[config.mk]
export PLATFORM = sky130hd
export DESIGN_NAME = dual_channel_trimmed_mean_adc_filter
export DESIGN_NICKNAME = d
export VERILOG_FILES = /design/src/hdl/dctm_pkg.sv /design/src/hdl/dctm_front.sv /design/src/hdl/dctm_queue.sv /design/src/hdl/dctm_back.sv /design/src/hdl/dual_channel_trimmed_mean_adc_filter.sv
export VERILOG_INCLUDE_DIRS = /design/src /design/src/hdl
export SDC_FILE = /design/constraint.sdc
export NUM_CORES = 1
export LEC_CHECK = 0
export BUFFER_PORTS_ARGS = -buffer_cell sky130_fd_sc_hd__buf_2
export CAP_MARGIN = 20
export CORE_AREA = 3 3 305 307
export CTS_CLUSTER_SIZE = 16
export DETAILED_ROUTE_END_ITERATION = 12
export DIE_AREA = 0 0 308 310
export GPL_TIMING_DRIVEN = 0
export PLACE_DENSITY_LB_ADDON = 0.15
export SYNTH_ARGS = -nofsm -noshare
export SYNTH_HDL_FRONTEND = slang
export SYNTH_SLANG_ARGS = --single-unit
[constraint.sdc]
create_clock -name clk -period 19.55 [get_ports clk]
set_clock_uncertainty 0.05 [all_clocks]
set_input_delay 0 -clock clk [delete_from_list [all_inputs] [get_ports clk]]
set_output_delay 0 -clock clk [all_outputs]
set_load 0.02 [all_outputs]
[src/hdl/assert_macros.svh]
// Assertion helpers used by the RTL queue. Define NO_ASSERTIONS to compile them out.
`ifndef ASSERT_MACROS_SVH
`define ASSERT_MACROS_SVH

`ifndef NO_ASSERTIONS

// Whenever pre holds at a clock edge, post must hold at the same edge.
`define ASSERT_IMPLIES(name, clk, rst, pre, post) \
  name: assert property (@(posedge clk) disable iff (rst) (pre) |-> (post)) \
    else $error("implication check failed");

// Whenever pre holds at a clock edge, post must hold at the following edge.
`define ASSERT_NEXT(name, clk, rst, pre, post) \
  name: assert property (@(posedge clk) disable iff (rst) (pre) |=> (post)) \
    else $error("next-cycle check failed");

`else

`define ASSERT_IMPLIES(name, clk, rst, pre, post)
`define ASSERT_NEXT(name, clk, rst, pre, post)

`endif

`endif

[src/hdl/dctm_pkg.sv]
`timescale 1ns / 1ps

package dctm_pkg;

  // Field and bus widths.
  localparam int RAW_W   = 12;
  localparam int VAL_W   = 12;
  localparam int TDATA_W = 16;

  // Defaults for the top-level parameters.
  localparam int WINDOW_DEF      = 10;
  localparam int QUEUE_DEPTH_DEF = 4;

  // Largest scaled sample, reached by a full-scale voltage reading.
  localparam int SCALED_MAX = 3364;

  // Voltage: ((raw * 33000) >> 12 + 650) / 10, the divide by ten done as
  // a multiply by 52429 and a shift by 19, exact for the operand range here.
  localparam int VOLT_MUL    = 33000;
  localparam int VOLT_SHIFT  = 12;
  localparam int VOLT_OFFSET = 650;
  localparam int DIV10_MUL   = 52429;
  localparam int DIV10_SHIFT = 19;

  // Current: (raw * 3300) >> 14.
  localparam int CUR_MUL   = 3300;
  localparam int CUR_SHIFT = 14;

  localparam int MUL_W   = 16;
  localparam int PROD1_W = RAW_W + MUL_W;
  localparam int OFS_W   = 16;
  localparam int PROD2_W = 32;

  // Channel codes.
  localparam logic CH_VOLT = 1'b0;
  localparam logic CH_CUR  = 1'b1;

  // Bits needed to hold the running sum of one full window.
  function automatic int sum_width(input int window);
    return $clog2(window * SCALED_MAX + 1);
  endfunction

  // Queue entry: {channel, sum, min, max}.
  function automatic int entry_width(input int window);
    return 1 + sum_width(window) + 2 * VAL_W;
  endfunction

endpackage

[src/hdl/dctm_front.sv]
`timescale 1ns / 1ps

module dctm_front import dctm_pkg::*; #(
  parameter int WINDOW = WINDOW_DEF
) (
  input  logic                            clk,
  input  logic                            rst,
  input  logic                            in_valid,
  output logic                            in_ready,
  input  logic                            in_channel,
  input  logic [RAW_W-1:0]                in_raw,
  input  logic                            queue_full,
  output logic                            push,
  output logic [entry_width(WINDOW)-1:0]  push_data
);

  localparam int SW    = sum_width(WINDOW);
  localparam int CNT_W = $clog2(WINDOW);

  logic                 s1_valid;
  logic                 s1_ch;
  logic [PROD1_W-1:0]   s1_prod;
  logic                 s2_valid;
  logic                 s2_ch;
  logic [PROD2_W-1:0]   s2_prod;
  logic [VAL_W-1:0]     s2_cur;

  logic [SW-1:0]        win_sum [2];
  logic [VAL_W-1:0]     win_min [2];
  logic [VAL_W-1:0]     win_max [2];
  logic [CNT_W-1:0]     win_cnt [2];

  logic [MUL_W-1:0]     coef;
  logic [OFS_W-1:0]     volt_ofs;
  logic [VAL_W-1:0]     scaled;
  logic [SW-1:0]        sum_next;
  logic [VAL_W-1:0]     min_next;
  logic [VAL_W-1:0]     max_next;
  logic                 last;
  logic                 adv;

  assign coef     = (in_channel == CH_CUR) ? MUL_W'(CUR_MUL) : MUL_W'(VOLT_MUL);
  assign volt_ofs = OFS_W'(s1_prod[PROD1_W-1:VOLT_SHIFT]) + OFS_W'(VOLT_OFFSET);

  // Accumulate stage works on the scaled sample of the second stage.
  assign scaled   = (s2_ch == CH_CUR) ? s2_cur : s2_prod[DIV10_SHIFT +: VAL_W];
  assign sum_next = win_sum[s2_ch] + SW'(scaled);
  assign min_next = (scaled < win_min[s2_ch]) ? scaled : win_min[s2_ch];
  assign max_next = (scaled > win_max[s2_ch]) ? scaled : win_max[s2_ch];
  assign last     = (win_cnt[s2_ch] == CNT_W'(WINDOW - 1));

  // The whole front holds only when a finished window finds the queue full.
  assign adv       = !(s2_valid && last && queue_full);
  assign in_ready  = adv;
  assign push      = s2_valid && last && !queue_full;
  assign push_data = {s2_ch, sum_next, min_next, max_next};

  always_ff @(posedge clk) begin
    if (rst) begin
      s1_valid <= 1'b0;
      s2_valid <= 1'b0;
    end else if (adv) begin
      s1_valid <= in_valid;
      s2_valid <= s1_valid;
    end
  end

  always_ff @(posedge clk) begin
    if (adv) begin
      s1_ch   <= in_channel;
      s1_prod <= PROD1_W'(in_raw) * PROD1_W'(coef);
      s2_ch   <= s1_ch;
      s2_prod <= PROD2_W'(volt_ofs) * PROD2_W'(DIV10_MUL);
      s2_cur  <= VAL_W'(s1_prod[PROD1_W-1:CUR_SHIFT]);
    end
  end

  always_ff @(posedge clk) begin
    if (rst) begin
      for (int i = 0; i < 2; i++) begin
        win_sum[i] <= '0;
        win_min[i] <= '1;
        win_max[i] <= '0;
        win_cnt[i] <= '0;
      end
    end else if (adv && s2_valid) begin
      if (last) begin
        win_sum[s2_ch] <= '0;
        win_min[s2_ch] <= '1;
        win_max[s2_ch] <= '0;
        win_cnt[s2_ch] <= '0;
      end else begin
        win_sum[s2_ch] <= sum_next;
        win_min[s2_ch] <= min_next;
        win_max[s2_ch] <= max_next;
        win_cnt[s2_ch] <= win_cnt[s2_ch] + 1'b1;
      end
    end
  end

endmodule

[src/hdl/dctm_queue.sv]
`timescale 1ns / 1ps

`include "assert_macros.svh"

module dctm_queue import dctm_pkg::*; #(
  parameter int WIDTH = 8,
  parameter int DEPTH = QUEUE_DEPTH_DEF
) (
  input  logic             clk,
  input  logic             rst,
  input  logic             push,
  input  logic [WIDTH-1:0] push_data,
  output logic             full,
  input  logic             pop,
  output logic             empty,
  output logic [WIDTH-1:0] head
);

  localparam int AW = (DEPTH > 1) ? $clog2(DEPTH) : 1;
  localparam int CW = $clog2(DEPTH + 1);

  logic [WIDTH-1:0] slots [DEPTH];
  logic [AW-1:0]    wr_ptr;
  logic [AW-1:0]    rd_ptr;
  logic [CW-1:0]    count;

  assign full  = (count == CW'(DEPTH));
  assign empty = (count == '0);
  assign head  = slots[rd_ptr];

  always_ff @(posedge clk) begin
    if (push) begin
      slots[wr_ptr] <= push_data;
    end
  end

  always_ff @(posedge clk) begin
    if (rst) begin
      wr_ptr <= '0;
      rd_ptr <= '0;
      count  <= '0;
    end else begin
      if (push) begin
        wr_ptr <= (wr_ptr == AW'(DEPTH - 1)) ? '0 : wr_ptr + 1'b1;
      end
      if (pop) begin
        rd_ptr <= (rd_ptr == AW'(DEPTH - 1)) ? '0 : rd_ptr + 1'b1;
      end
      if (push && !pop) begin
        count <= count + 1'b1;
      end else if (pop && !push) begin
        count <= count - 1'b1;
      end
    end
  end

  `ASSERT_IMPLIES(a_no_overflow, clk, rst, push, !full)
  `ASSERT_IMPLIES(a_no_underflow, clk, rst, pop, !empty)
  `ASSERT_NEXT(a_count_up, clk, rst, push && !pop, count == $past(count) + 1'b1)
  `ASSERT_IMPLIES(a_count_bound, clk, rst, 1'b1, count <= CW'(DEPTH))

endmodule

[src/hdl/dctm_back.sv]
`timescale 1ns / 1ps

module dctm_back import dctm_pkg::*; #(
  parameter int WINDOW = WINDOW_DEF
) (
  input  logic                           clk,
  input  logic                           rst,
  input  logic                           empty,
  input  logic [entry_width(WINDOW)-1:0] head,
  output logic                           pop,
  output logic                           out_valid,
  input  logic                           out_ready,
  output logic                           out_ch,
  output logic [VAL_W-1:0]               out_val
);

  localparam int SW    = sum_width(WINDOW);
  localparam int EW    = entry_width(WINDOW);
  localparam int DIV   = WINDOW - 2;
  localparam int MW    = SW + 1;
  localparam int PW    = SW + MW;
  // Reciprocal rounded down; the estimate is low by at most one.
  localparam int RECIP = (2 ** SW) / DIV;

  logic               h_ch;
  logic [SW-1:0]      h_sum;
  logic [VAL_W-1:0]   h_min;
  logic [VAL_W-1:0]   h_max;

  logic               b1_valid;
  logic               b1_ch;
  logic [SW-1:0]      b1_x;
  logic               b2_valid;
  logic               b2_ch;
  logic [SW-1:0]      b2_x;
  logic [SW-1:0]      b2_q;

  logic [PW-1:0]      qprod;
  logic [SW-1:0]      qd;
  logic [SW-1:0]      rem;
  logic [SW-1:0]      qfix;
  logic               adv;

  assign h_ch  = head[EW-1];
  assign h_sum = head[2*VAL_W +: SW];
  assign h_min = head[VAL_W +: VAL_W];
  assign h_max = head[0 +: VAL_W];

  assign adv = !out_valid || out_ready;
  assign pop = !empty && adv;

  assign qprod = PW'(b1_x) * PW'(RECIP);
  assign qd    = b2_q * SW'(DIV);
  assign rem   = b2_x - qd;
  assign qfix  = (rem >= SW'(DIV)) ? b2_q + 1'b1 : b2_q;

  always_ff @(posedge clk) begin
    if (rst) begin
      b1_valid  <= 1'b0;
      b2_valid  <= 1'b0;
      out_valid <= 1'b0;
    end else if (adv) begin
      b1_valid  <= pop;
      b2_valid  <= b1_valid;
      out_valid <= b2_valid;
    end
  end

  always_ff @(posedge clk) begin
    if (adv) begin
      b1_ch   <= h_ch;
      b1_x    <= h_sum - SW'(h_min) - SW'(h_max);
      b2_ch   <= b1_ch;
      b2_x    <= b1_x;
      b2_q    <= qprod[SW +: SW];
      out_ch  <= b2_ch;
      out_val <= VAL_W'(qfix);
    end
  end

endmodule

[src/hdl/dual_channel_trimmed_mean_adc_filter.sv]
`timescale 1ns / 1ps

// Dual-channel trimmed-mean filter for a 12-bit converter.
// Input requests arrive on the s_ group: s_tdata[11:0] carries the raw reading and
// s_tuser picks the channel (0 voltage, 1 current). Each reading is scaled by its
// channel's formula and added into that channel's running window of WINDOW samples.
// When a window completes, one request leaves on the m_ group: m_tuser names the
// channel and m_tdata[11:0] holds the window mean with its minimum and maximum dropped.
// Throughput is one input request per cycle unless a completed window finds the queue
// full; a two-stage scaling pipeline feeds the window accumulators, updated per sample.
// On the way to m_tvalid, the accepting edge loads the first front stage, and the request
// then passes the second front stage, the queue, a subtract stage, a reciprocal multiply
// and a correction stage, each a register of its own.
// A small queue sits between the front and the divide pipeline, so a stalled
// receiver only stops intake once the queue fills and a further window completes.
// Reset clears both windows (sum zero, min all ones, max zero, count zero) and drops
// any request in flight; no warm-up is needed afterward.
module dual_channel_trimmed_mean_adc_filter import dctm_pkg::*; #(
  parameter int WINDOW      = WINDOW_DEF,
  parameter int QUEUE_DEPTH = QUEUE_DEPTH_DEF
) (
  input  logic               clk,
  input  logic               rst,
  input  logic               s_tvalid,
  output logic               s_tready,
  input  logic [TDATA_W-1:0] s_tdata,   // [11:0] raw_sample, [15:12] zero
  input  logic               s_tuser,   // [0] channel
  output logic               m_tvalid,
  input  logic               m_tready,
  output logic [TDATA_W-1:0] m_tdata,   // [11:0] filtered_value, [15:12] zero
  output logic               m_tuser    // [0] out_channel
);

  localparam int EW = entry_width(WINDOW);

  logic          q_push;
  logic [EW-1:0] q_push_data;
  logic          q_full;
  logic          q_pop;
  logic          q_empty;
  logic [EW-1:0] q_head;
  logic [VAL_W-1:0] out_val;

  // Front: scaling pipeline and per-channel window accumulators.
  dctm_front #(
    .WINDOW (WINDOW)
  ) u_front (
    .clk        (clk),
    .rst        (rst),
    .in_valid   (s_tvalid),
    .in_ready   (s_tready),
    .in_channel (s_tuser),
    .in_raw     (s_tdata[RAW_W-1:0]),
    .queue_full (q_full),
    .push       (q_push),
    .push_data  (q_push_data)
  );

  // Completed windows wait here for the divider.
  dctm_queue #(
    .WIDTH (EW),
    .DEPTH (QUEUE_DEPTH)
  ) u_queue (
    .clk       (clk),
    .rst       (rst),
    .push      (q_push),
    .push_data (q_push_data),
    .full      (q_full),
    .pop       (q_pop),
    .empty     (q_empty),
    .head      (q_head)
  );

  // Back: trimmed sum, divide by WINDOW-2, output register.
  dctm_back #(
    .WINDOW (WINDOW)
  ) u_back (
    .clk       (clk),
    .rst       (rst),
    .empty     (q_empty),
    .head      (q_head),
    .pop       (q_pop),
    .out_valid (m_tvalid),
    .out_ready (m_tready),
    .out_ch    (m_tuser),
    .out_val   (out_val)
  );

  assign m_tdata = {{(TDATA_W - VAL_W){1'b0}}, out_val};

endmodule

Word-level counts from Yosys, hierarchy flattened

Memories as Yosys holds them, arrays and structs flattened. A register that Yosys moved wholly into a read port is not among the register bits.
Cells that the tools add are included.

$add $sub $neg: 11
Multipliers: 2
$lt $le $gt $ge: 3
Equality and inequality tests: 4
Multiplexer cells: 43
Bitwise operators: 4
Reduce and logical (&&, ||, !) cells: 20

Operator list:

| kind                                                               | number |
|---|---|
| 2-to-1 mux 12 bit                                                  | 8 |
| 2-to-1 mux 16 bit                                                  | 3 |
| subtractor 16 x 12 -> 16 bit                                       | 2 |
| multiplier 16 x 16 -> 31 bit, second input constant                | 1 |
| multiplier 12 x 16 -> 28 bit                                       | 1 |
| 2-to-1 mux 1 bit                                                   | 24 |
| OR reduction 12 bit                                                | 2 |
| adder 16 x 10 -> 16 bit, second input constant                     | 1 |
| adder 16 x 12 -> 16 bit                                            | 1 |
| greater-or-equal comparator 16 x 4 -> 1 bit, second input constant | 1 |
| OR reduction 16 bit                                                | 1 |
| subtractor 16 bit                                                  | 1 |
| adder 12 x 1 -> 12 bit, second input constant                      | 1 |
| greater-than comparator 12 bit                                     | 1 |
| less-than comparator 12 bit                                        | 1 |
| 2-to-1 mux 2 bit                                                   | 4 |
| 2-to-1 mux 4 bit                                                   | 2 |
| logical AND 1 bit                                                  | 7 |
| zero test 1 bit                                                    | 6 |
| 2-to-1 mux 3 bit                                                   | 2 |
| adder 2 x 1 -> 2 bit, second input constant                        | 2 |
| adder 4 x 1 -> 4 bit, second input constant                        | 1 |
| equality test 2 bit, second input constant                         | 2 |
| equality test 4 bit, second input constant                         | 1 |
| other kinds (8)                                                    | 11 |

Flip-flop bits (word level): 145
Bits in writable memories: 252
Bits of input ports: 21
Output and inout port bits: 19
Word-level logic and storage cells: 112
Memories kept: 5

Memories:

| name            | words | bits a word | read ports | clocked after memory_dff | wr ports | line             | text |
|---|---|---|---|---|---|---|---|
| u_queue.slots   | 4     | 41          | 1          | 1                        | 1        | dctm_queue.sv:22 | `logic [WIDTH-1:0] slots [DEPTH];` |
| u_front.win_sum | 2     | 16          | 1          | 1                        | 2        | dctm_front.sv:28 | `logic [SW-1:0] win_sum [2];` |
| u_front.win_max | 2     | 12          | 1          | 1                        | 2        | dctm_front.sv:30 | `logic [VAL_W-1:0] win_max [2];` |
| u_front.win_min | 2     | 12          | 1          | 1                        | 2        | dctm_front.sv:29 | `logic [VAL_W-1:0] win_min [2];` |
| u_front.win_cnt | 2     | 4           | 1          | 1                        | 2        | dctm_front.sv:31 | `logic [CNT_W-1:0] win_cnt [2];` |

Depth between registers and ports, before layout

Gate-level depths: netlist (run 1).

Depth in word-level cells: 11
Depth in mapped cells: 27
Mapped depth without buffers: 27

Hierarchy

From an unflattened synthesis (run 1), not the netlist that was laid out.

Cells, all modules: 1,829
Area total of the unflattened synthesis: 23,207.3 um^2

Modules (own cells, without submodules):

| module                               | times used | cells each | area an instance (um^2) | sequential area each (um^2) |
|---|---|---|---|---|
| dctm_front                           | 1          | 1,395      | 14,564.0                | 3,963.8 |
| dctm_queue                           | 1          | 259        | 6,407.4                 | 5,104.9 |
| dctm_back                            | 1          | 170        | 2,202.1                 | 1,231.2 |
| dual_channel_trimmed_mean_adc_filter | 1          | 5          | 33.8                    | 0.0 |

Least setup slack after synthesis (run 1)

OpenSTA, ideal clock, no wires.

Path type: register -> register
Start point: reg u_front.s1_prod[13]
End point: reg u_front.s2_prod[25], data pin
Setup time: 258 ps
Arrival time: 6,411 ps
Required time: 19,242 ps
Path slack: 12,831 ps
Cell stages (with the launch flop): 24
Period minus slack after synthesis: 6,719 ps
Cell sequence: edfxtp_1 ha_1 o2111a_1 o21ai_0 nor2b_1 nor3b_1 xnor2_1 inv_1 ha_1 ha_1 fa_1 fa_1 fa_1 inv_1 fa_1 inv_1 ha_1 and3_1 and3_1 nor3_1 a21bo_2 a311oi_1 o21ba_2 xnor2_1

Cells in the longest elaborated chain, start to end: 2

Ends and longest elaborated chain:

| what                         | line             | text |
|---|---|---|
| start, declared              | dctm_front.sv:22 | `logic [PROD1_W-1:0] s1_prod;` |
| start signal, assigned       | dctm_front.sv:71 | `s1_prod <= PROD1_W'(in_raw) * PROD1_W'(coef);` |
| adder 16 x 10 -> 16 bit      | dctm_front.sv:43 | `assign volt_ofs = OFS_W'(s1_prod[PROD1_W-1:VOLT_SHIFT]) + OFS_W'(VOLT_OFFSET);` |
| multiplier 16 x 16 -> 31 bit | dctm_front.sv:73 | `s2_prod <= PROD2_W'(volt_ofs) * PROD2_W'(DIV10_MUL);` |
| end signal, assigned         | dctm_front.sv:73 |  |
| end, declared                | dctm_front.sv:25 | `logic [PROD2_W-1:0] s2_prod;` |

Every way passes these cells.
A chain may end at the register's enable or synchronous reset.

Worst setup path in the final report (run 1)

Start point: reg u_front.s1_prod[13]
End point: reg u_front.s2_prod[30], data pin

Same word-level chain as after synthesis.

==> results of run 1 <==
per-layer routing:
metal | track usage (%) | vias up | wire [um]
met5 | 0 | - | 13
met4 | 2.70 | 2 | 926
met3 | 1.47 | 50 | 1350
met2 | 19.1 | 141 | 25400
met1 | 15.5 | 6457 | 25200
li1 | - | 6334 | -
Yosys cell counts (11+ instances only):
library cell	count	area share (%)
a21o_1	21	0.70
a21oi_1	38	0.84
a22o_1	12	0.47
and2_1	16	0.44
and3_1	12	0.33
clkbuf_1	21	0.35
dfxtp_1	15	1.3
edfxtp_1	327	44
fa_1	137	12
ha_1	270	15
inv_1	303	5.0
mux2_2	24	1.2
mux2i_1	47	2.1
mux4_2	40	4.0
nand2_1	51	0.85
nand2b_1	12	0.33
nand3b_1	12	0.40
nor2_1	124	2.1
nor2b_1	21	0.58
o21a_1	11	0.37
o21ai_0	28	0.62
o21ai_1	37	0.82
xnor2_1	51	2.0
xor2_1	28	1.1
cell type report:
cell class	count	share of cell area, %
multi-input combinational	1088	43.3
sequential	342	39.2
tap	1176	5.69
inverter	304	4.41
clock buffer	51	4.36
timing repair buffer	47	1.67
clock inverter	19	0.736
buffer	37	0.639
antenna	2	0.0194
through the flow:
stage	utilization [%]	worst slack [ps]	cell area, um^2
finish	28.6	11730	25800
detailed placement	27.1	11530	24400
global placement	26.8	11570	24200
floorplan	-	12830	22600
global route	28.6	11250	25800
CTS	28.6	11520	25800
final timing paths:
| check | slack (ps) | endpoint | cells past startpoint |
|---|---|---|---|
| max | 11730 | u_front.s2_prod[30] | 24 |
| min | 220 | u_front.s1_prod[27] | 4 |
| max reg2reg | 11730 | u_front.s2_prod[30] | 24 |
| min reg2reg | 360 | u_back.out_ch | 0 |
repair_timing:
action                                 CTS  global route
setup buffers                            0             0
endpoints found under the hold margin   12             0
hold buffers                             5             0
cell families after synthesis:
logic type	synth area share, %
fa+ha+maj	27.1
flops	44.8
buf+inv	5.79
simple gates	6.19
compound gates	5.69
mux	7.27
xor+xnor	3.07
other cells	0.0333
worst max-delay path: cells and delay by family, from the launching register on:
kind | cells | cell delay, ps
AO/OA/AOI/OAI | 5 | 1340
XOR/XNOR | 2 | 830
adder cells (fa/ha/maj) | 8 | 3430
buffers and inverters | 3 | 430
flip-flops | 1 | 450
AND/OR/NAND/NOR | 6 | 1050
registers in the layout, indices dropped and copies added, names as in the netlist, 8 cells and up, named ones only:
register,flops
u_queue.slots,160
u_front.win_sum,30
u_front.win_max,24
u_front.win_min,24
u_front.s1_prod,16
u_back.b1_x,12
u_back.b2_x,12
u_back.out_val,12
u_front.s2_cur,12
u_front.s2_prod,12
u_front.win_cnt,8
layout by cell type, fill, tap and decap left out, types with 37 or more instances in the layout:
| cell | netlist | layout |
|---|---|---|
| edfxtp_1 | 327 | 327 |
| nor2_1 | 124 | 124 |
| ha_1 | 270 | 270 |
| inv_1 | 303 | 302 |
| clkbuf_16 | 0 | 44 |
| a21oi_1 | 38 | 38 |
| fa_1 | 137 | 137 |
| mux4_2 | 40 | 40 |
| mux2i_1 | 47 | 47 |
| nand2_1 | 51 | 50 |
| xnor2_1 | 51 | 51 |
| o21ai_1 | 37 | 37 |
==> out/results.txt, run 1 <==
Post-Synthesis Cell Area: 0.0226 mm^2
Ratio of routed vias to standard cells: 4.23
Combined area of the multi-input logic cells: 0.0112 mm^2
Achievable Freq: 128 MHz
Share of synthesized area occupied by flip-flops and latches: 44.8%
Pin count of the biggest net entering global routing: 41
Number of maximum-capacitance constraint violations: 0
Initial core utilization: 25.0%
Number of hold violations in the final report: 0
Predominant post-synthesis flop cell: edfxtp_1
Routability congestion estimate: 0.782
Share of cells above drive strength 1: 10.3%
Min Hold Slack: 216 ps
Transition at the pin with the smallest max-transition slack: 1040 ps
Flop and latch count out of synthesis: 342
Worst reg2reg startpoint: u_front.s1_prod[13]
Worst setup path category: reg -> reg
EDFF count, synth: 327
Tot GR Track Use: 11.3%
Ordered cell list for the critical path: ha_1, o2111a_1, o21ai_0, nor2b_1, nor3b_1, xnor2_1, inv_1, ha_1, ha_1, fa_1, fa_1, fa_1, inv_1, fa_1, inv_1, ha_1, and3_1, and3_1, o41ai_1, a31oi_1, nand3_1, nand3b_1, a21oi_1, xnor2_1
Wire length of the first global-routing pass: 82700 um
Avg WL per Cell: 17.2 um
Die area: 0.0955 mm^2
Cells resized by post-CTS repair: 0
Final-report setup violation count: 0
Post-Route WL: 52900 um
TritonRoute pass-1 iters: 5
Die extent in y: 310 um
Critical-path cell with the highest stage delay: xnor2_1
Final worst path period need: 7820 ps
Total via count after detailed routing: 13000
Async set-or-reset flop fraction in the synthesized netlist: 0%
Total overflow reported by the global router: 0
Worst slew margin: 30.4%
Vias in the first global route: 13900
Number of inserted filler cells in the final layout: 9279
X dimension of the die: 308 um
Worst path max stage delay: 570 ps
Yosys synthesis warning count: 0
Post-route antenna net violation count: 0
Final routed DRC violation total: 0
Clock-pin slew on the worst setup and hold paths: 60 ps
DRC violation total after the first TritonRoute iteration: 762
Final Max Slew Viols: 0
Endpoint kind of the worst setup timing path: flop
Layout-stage area growth over the synthesis result: 14.5%
Initial antenna violation count: 2
Setup repair after global routing missed its margin: false
Syn_area_per_cell: 12.8 um^2
H-tree depth reported by CTS: 2
Maximum clock path buffer count: 3
Class of the most critical hold timing path: in -> reg
Setup TNS: 0 ps
CP startpoint kind: flop
Number of CTS-inserted buffers: 39
Placement Rows: 110
Origin of the worst setup path: u_front.s1_prod[13]
Share of the clock period used by the worst path after layout: 40.0%
Non-Filler Instances: 3066
Data required time at the worst endpoint: 19840 ps
Total area of sequential cells: 0.0101 mm^2
Root buffer cell: clkbuf_16
Post-Synthesis Cells: 1765
Worst-path maximum fanout: 5
Final net count: 2287
Area of the placeable core: 0.0903 mm^2
Result of the run: finished, final reports clean
Boundary Pins: 40
Clock latency of the later-clocked register in the worst-skew pair: 560 ps
TritonCTS Sinks: 342
# port buffers: 31
Detailed placer's ending HPWL: 41500 um
Cell count after placement: 2987
Clock tree from TritonCTS: done
Arrival time of the worst setup path: 8110 ps
Worst min-delay path startpoint: s_tdata[11]
Netlist cell types: 66
Power of run 1 is left out: the tool's default activity adds up to more than one toggle a clock period on the data nets, which glitch-free logic cannot reach.
==> inputs of run 2 (changes only) <==
Clock period 19.55 ns to 6.64 ns, I/O delays scaled along.
==> run 2 against run 1 <==
  * Worst setup slack got worse by 11000 ps
  * Clock-buffer cell count decreased by 5
  * Wire length increased by 1.5%
  * Highest routed layer unchanged
  * Critical endpoint is now u_front.s2_prod[29]
  * Fmax grew 22%
==> out/results.txt, run 2 (same netlist as run 1, synthesis figures left out) <==
Avg WL per Cell: 17.3 um
Final-report setup violation count: 0
Final routed DRC violation total: 0
Number of maximum-capacitance constraint violations: 0
Final worst path period need: 6410 ps
CP Capture Point: u_front.s2_prod[29]
CP startpoint kind: flop
Transition at the pin with the smallest max-transition slack: 1050 ps
Most used cells in the layout excluding fill and tap cells: edfxtp_1, inv_1, ha_1
Number of CTS-inserted buffers: 38
Maximum clock path buffer count: 3
Register with the highest flop count: u_queue.slots
Core occupancy in the finished layout: 29.5%
Worst-path maximum fanout: 4
N_diodes: 0
Die area: 0.0955 mm^2
Worst setup path category: reg -> reg
Tot GR Track Use: 11.4%
Achievable Freq: 156 MHz
Wire length of the first global-routing pass: 82900 um
Post-Route WL: 53700 um
Layout-stage area growth over the synthesis result: 18.0%
H-tree depth reported by CTS: 2
Number of inserted filler cells in the final layout: 9177
Share of cells above drive strength 1: 15.5%
Clock-pin slew on the worst setup and hold paths: 60 ps
Arrival time of the worst setup path: 6640 ps
Initial core utilization: 25.0%
Ratio of routed vias to standard cells: 4.23
Total via count after detailed routing: 13100
Routability congestion estimate: 0.779
Post-route antenna net violation count: 0
X dimension of the die: 308 um
TritonRoute pass-1 iters: 5
Share of the clock period used by the worst path after layout: 96.5%
Origin of the worst setup path: u_front.s1_prod[14]
Reg2reg setup slack: 230 ps
DRC violation total after the first TritonRoute iteration: 717
Worst slew margin: 29.6%
Reg-to-reg endpoint: u_front.s2_prod[29]
Boundary Pins: 40
Worst reg2reg startpoint: u_front.s1_prod[14]
Class of the most critical hold timing path: in -> reg
Pin count of the biggest net entering global routing: 42
Die extent in y: 310 um
Total overflow reported by the global router: 0
Initial antenna violation count: 2
# port buffers: 31
TritonCTS Sinks: 342
Clock tree from TritonCTS: done
Clock latency of the later-clocked register in the worst-skew pair: 560 ps
Area of the placeable core: 0.0903 mm^2
Data required time at the worst endpoint: 6880 ps
Detailed placer's ending HPWL: 41600 um
Cell count of the worst reg-to-reg path: 25
Placement Rows: 110
Number of hold violations in the final report: 0
Root buffer cell: clkbuf_16
Max FFs per register: 160
Largest registers: u_queue.slots x160, u_front.win_sum x30
Final Max Slew Viols: 0
Endpoint kind of the worst setup timing path: flop
Depth of the worst hold-timing path: 4
Most common cell after layout, fill and taps aside: edfxtp_1
Final net count: 2319
Vias in the first global route: 14000
Result of the run: finished, final reports clean
## run 2: cell count changes in the layout (fill, tap and decap cells not counted), moves of 7 or more
| cell | delta |
|---|---|
| buf_4 | +29 |
| ha_1 | -14 |
| inv_2 | +7 |
| inv_1 | -7 |
| xnor2_1 | -11 |
| ha_4 | +11 |
## run 2: area by class of cell
| class | count | area [um^2] | share of cell area [%] |
|---|---|---|---|
| Multi-Input combinational cell | 1088 | 11800 | 44.3 |
| Sequential cell | 342 | 10100 | 38.0 |
| Tap cell | 1176 | 1470 | 5.52 |
| Inverter | 304 | 1140 | 4.28 |
| Clock buffer | 46 | 1000 | 3.76 |
| Timing Repair Buffer | 80 | 706 | 2.65 |
| Clock inverter | 23 | 241 | 0.907 |
| Buffer | 37 | 165 | 0.620 |
## run 2: how the worst min path moves through the flow
stage               slack, ps                   to         from
global placement          210     u_queue.count[2]          rst
detailed placement        230      u_back.b1_valid          rst
CTS                       190  u_front.s1_prod[27]  s_tdata[11]
global route              230  u_front.s1_prod[27]  s_tdata[11]
finish                    200  u_front.s1_prod[27]  s_tdata[11]
floorplan                  20      u_back.b1_valid          rst
## run 2: through the flow
stage / instances / cell area (um^2) / hold slack, ps / worst slack [ps] / TNS (ps)
2_1_floorplan: 1771 / 22600 / 19.1 / 28.9 / 0
3_3_place_gp: 2978 / 24200 / 211 / -1230 / -11910
3_5_place_dp: 2987 / 24400 / 226 / -1280 / -12380
4_1_cts: 3075 / 26200 / 194 / 1.43 / 0
5_1_grt: 3096 / 26600 / 227 / -38.3 / -84.5
6_report: 3096 / 26600 / 196 / 232 / 0
## run 2: layer usage
layer	track usage (%)	vias to the layer above	part of all wire, %
li1	-	6383	-
met1	15.6	6517	48
met2	19.2	152	48
met3	1.46	55	2.8
met4	2.79	4	1.7
met5	0	-	0.026
## run 2: worst max-delay path, cell delays in order, from the launching register on
cell and delay, ps:
edfxtp_1 500, ha_4 230, o2111a_2 280, o21ai_2 140, nor2b_4 230, nand2b_4 200
xnor2_2 160, ha_4 260, ha_1 270, inv_1 50, fa_2 350, fa_1 510
inv_1 60, fa_1 530, inv_1 50, fa_1 530, inv_1 40, ha_1 290
and3_4 180, and3_4 190, o41ai_4 380, a31oi_4 110, nand3_2 120, nand3b_1 120
buf_4 160, xor2_1 160
## run 2: timing repair
item	in CTS	in global routing
pin swaps	18	44
resized for setup	54	54
hold buffers	5	0
setup buffers	14	18
endpoints found under the hold margin	11	0
setup endpoints to repair	12	10
cloned	0	0
Power of run 2 is left out for the same reason.
==> inputs of run 3 (changes only) <==
Clock period 6.64 ns to 5.47 ns, I/O delays scaled along.
==> run 3 against run 2 <==
  * The flow now finishes with violations (negative setup slack)
  * Non-clock buffer count up 15
  * Wire length shrank 1.4%
  * Sequential cell count stayed put
  * Clock-buffer cell count increased by 3
  * Die area stayed put
  * Critical path depth decreased by 3
  * Worst hold slack better by 0.57 ps
  * Global-route usage about the same
  * Worst setup slack got worse by 1100 ps
  * Via count increased by 0.23%
  * Fmax is 1.5% higher
  * Critical endpoint is now u_front.s2_prod[30]
==> out/results.txt, run 3 (same netlist as run 1, synthesis figures left out) <==
Ratio of routed vias to standard cells: 4.22
Initial core utilization: 25.0%
Avg WL per Cell: 17.0 um
Total via count after detailed routing: 13100
Largest registers: u_queue.slots x160, u_front.win_sum x30
Maximum clock path buffer count: 3
Worst-path maximum fanout: 3
Result of the run: complete, but fails checks
Class of the most critical hold timing path: in -> reg
Arrival time of the worst setup path: 6540 ps
Transition at the pin with the smallest max-transition slack: 1070 ps
Final routed DRC violation total: 0
Boundary Pins: 40
Detailed placer's ending HPWL: 41100 um
Endpoint kind of the worst setup timing path: flop
Final worst path period need: 6310 ps
Worst setup margin: -840 ps
Cell count after placement: 2986
Number of maximum-capacitance constraint violations: 0
Initial antenna violation count: 0
DRC violation total after the first TritonRoute iteration: 538
Non-Filler Instances: 3114
Worst slew margin: 28.2%
Clock latency of the later-clocked register in the worst-skew pair: 550 ps
Number of CTS-inserted buffers: 39
Data required time at the worst endpoint: 5700 ps
Worst path max stage delay: 530 ps
Die extent in y: 310 um
Critical-path cell with the highest stage delay: fa_1
Total overflow reported by the global router: 0
Die area: 0.0955 mm^2
Root buffer cell: clkbuf_16
Bufs and invs on worst path: 3
Wire length of the first global-routing pass: 83400 um
Register with the highest flop count: u_queue.slots
Violated checks: negative setup slack
Final-report setup violation count: 12
Clock-pin slew on the worst setup and hold paths: 60 ps
Ordered cell list for the critical path: ha_2, o2111a_2, o21ai_4, buf_4, xor2_1, ha_1, inv_1, fa_1, fa_1, fa_1, fa_1, fa_1, inv_1, ha_1, a211oi_4, o21ai_1, nand2_1, o21a_1, a2bb2oi_1, nand3b_1, a21oi_2, xnor2_2
Post-Route WL: 52900 um
# port buffers: 31
TritonRoute pass-1 iters: 5
TritonCTS Sinks: 342
Tot GR Track Use: 11.4%
Setup repair after global routing missed its margin: true
Share of the clock period used by the worst path after layout: 115%
H-tree depth reported by CTS: 2
Routability congestion estimate: 0.776
Final Max Slew Viols: 0
Vias in the first global route: 14500
Most used cells in the layout excluding fill and tap cells: edfxtp_1, inv_1, ha_1
Post-route antenna net violation count: 0
Final net count: 2335
Cell type group with the largest total delay on the critical path: adder cells
Share of cells above drive strength 1: 17.3%
Pin count of the biggest net entering global routing: 42
CP startpoint kind: flop
Number of hold violations in the final report: 0
Clock tree from TritonCTS: done
Placement Rows: 110
Pre-CTS setup slack: -1800 ps
Most repeated library cell on the critical path: fa_1
Achievable Freq: 158 MHz
Max FFs per register: 160
Worst setup path category: reg -> reg
Area of the placeable core: 0.0903 mm^2
X dimension of the die: 308 um
Most common cell after layout, fill and taps aside: edfxtp_1
Layout-stage area growth over the synthesis result: 19.4%
==> run 3: cell type report <==
class / instances / area, um^2
fill: 9195 / 63300
antenna: 1 / 2.50
clock inverter: 22 / 215
tap: 1176 / 1470
inverter: 304 / 1140
sequential: 342 / 10100
clock buffer: 49 / 1070
timing repair buffer: 97 / 811
multi-input combinational: 1088 / 11900
buffer: 35 / 171
==> run 3: repair_timing <==
item                                    CTS  global route
endpoints found under the hold margin    11             0
pin swaps                                59            14
resized for setup                        68            16
setup buffers                            51             3
hold buffers                              4             0
endpoints found under the setup margin   14            38
==> run 3: path summary, 6_finish.rpt <==
kind	from	slack, ps	end	cells past startpoint
max	u_front.s1_prod[14]	-840	u_front.s2_prod[30]	22
min	s_tdata[11]	200	u_front.s1_prod[27]	4
max reg2reg	u_front.s1_prod[14]	-840	u_front.s2_prod[30]	22
min reg2reg	u_back.b2_ch	370	u_back.out_ch	0
==> run 3: routing by layer <==
metal	up-vias	track usage [%]	wire, um
met1	6543	15.3	25200
met2	132	19.7	25700
met3	52	1.39	1220
li1	6414	-	-
met5	-	0	0
met4	0	2.45	746
==> run 3: metrics by stage <==
step	setup TNS [ps]	hold slack (ps)	area [um^2]	util (%)
detailed placement	-20330	226	24700	27.4
finish	-9240	196	26900	29.8
floorplan	-5190	19.1	22900	-
global placement	-102180	215	24500	27.1
global route	-12380	229	26900	29.8
CTS	-9490	187	26800	29.7
==> run 3: worst register-to-register path, delay by kind of cell (launching register included) <==
family / cells / cell delay [ps]
simple gates: 2 / 270
xor+xnor: 2 / 430
buf+inv: 3 / 400
flops: 1 / 480
fa+ha+maj: 8 / 3270
compound gates: 7 / 1160
Power of run 3 is left out for the same reason.
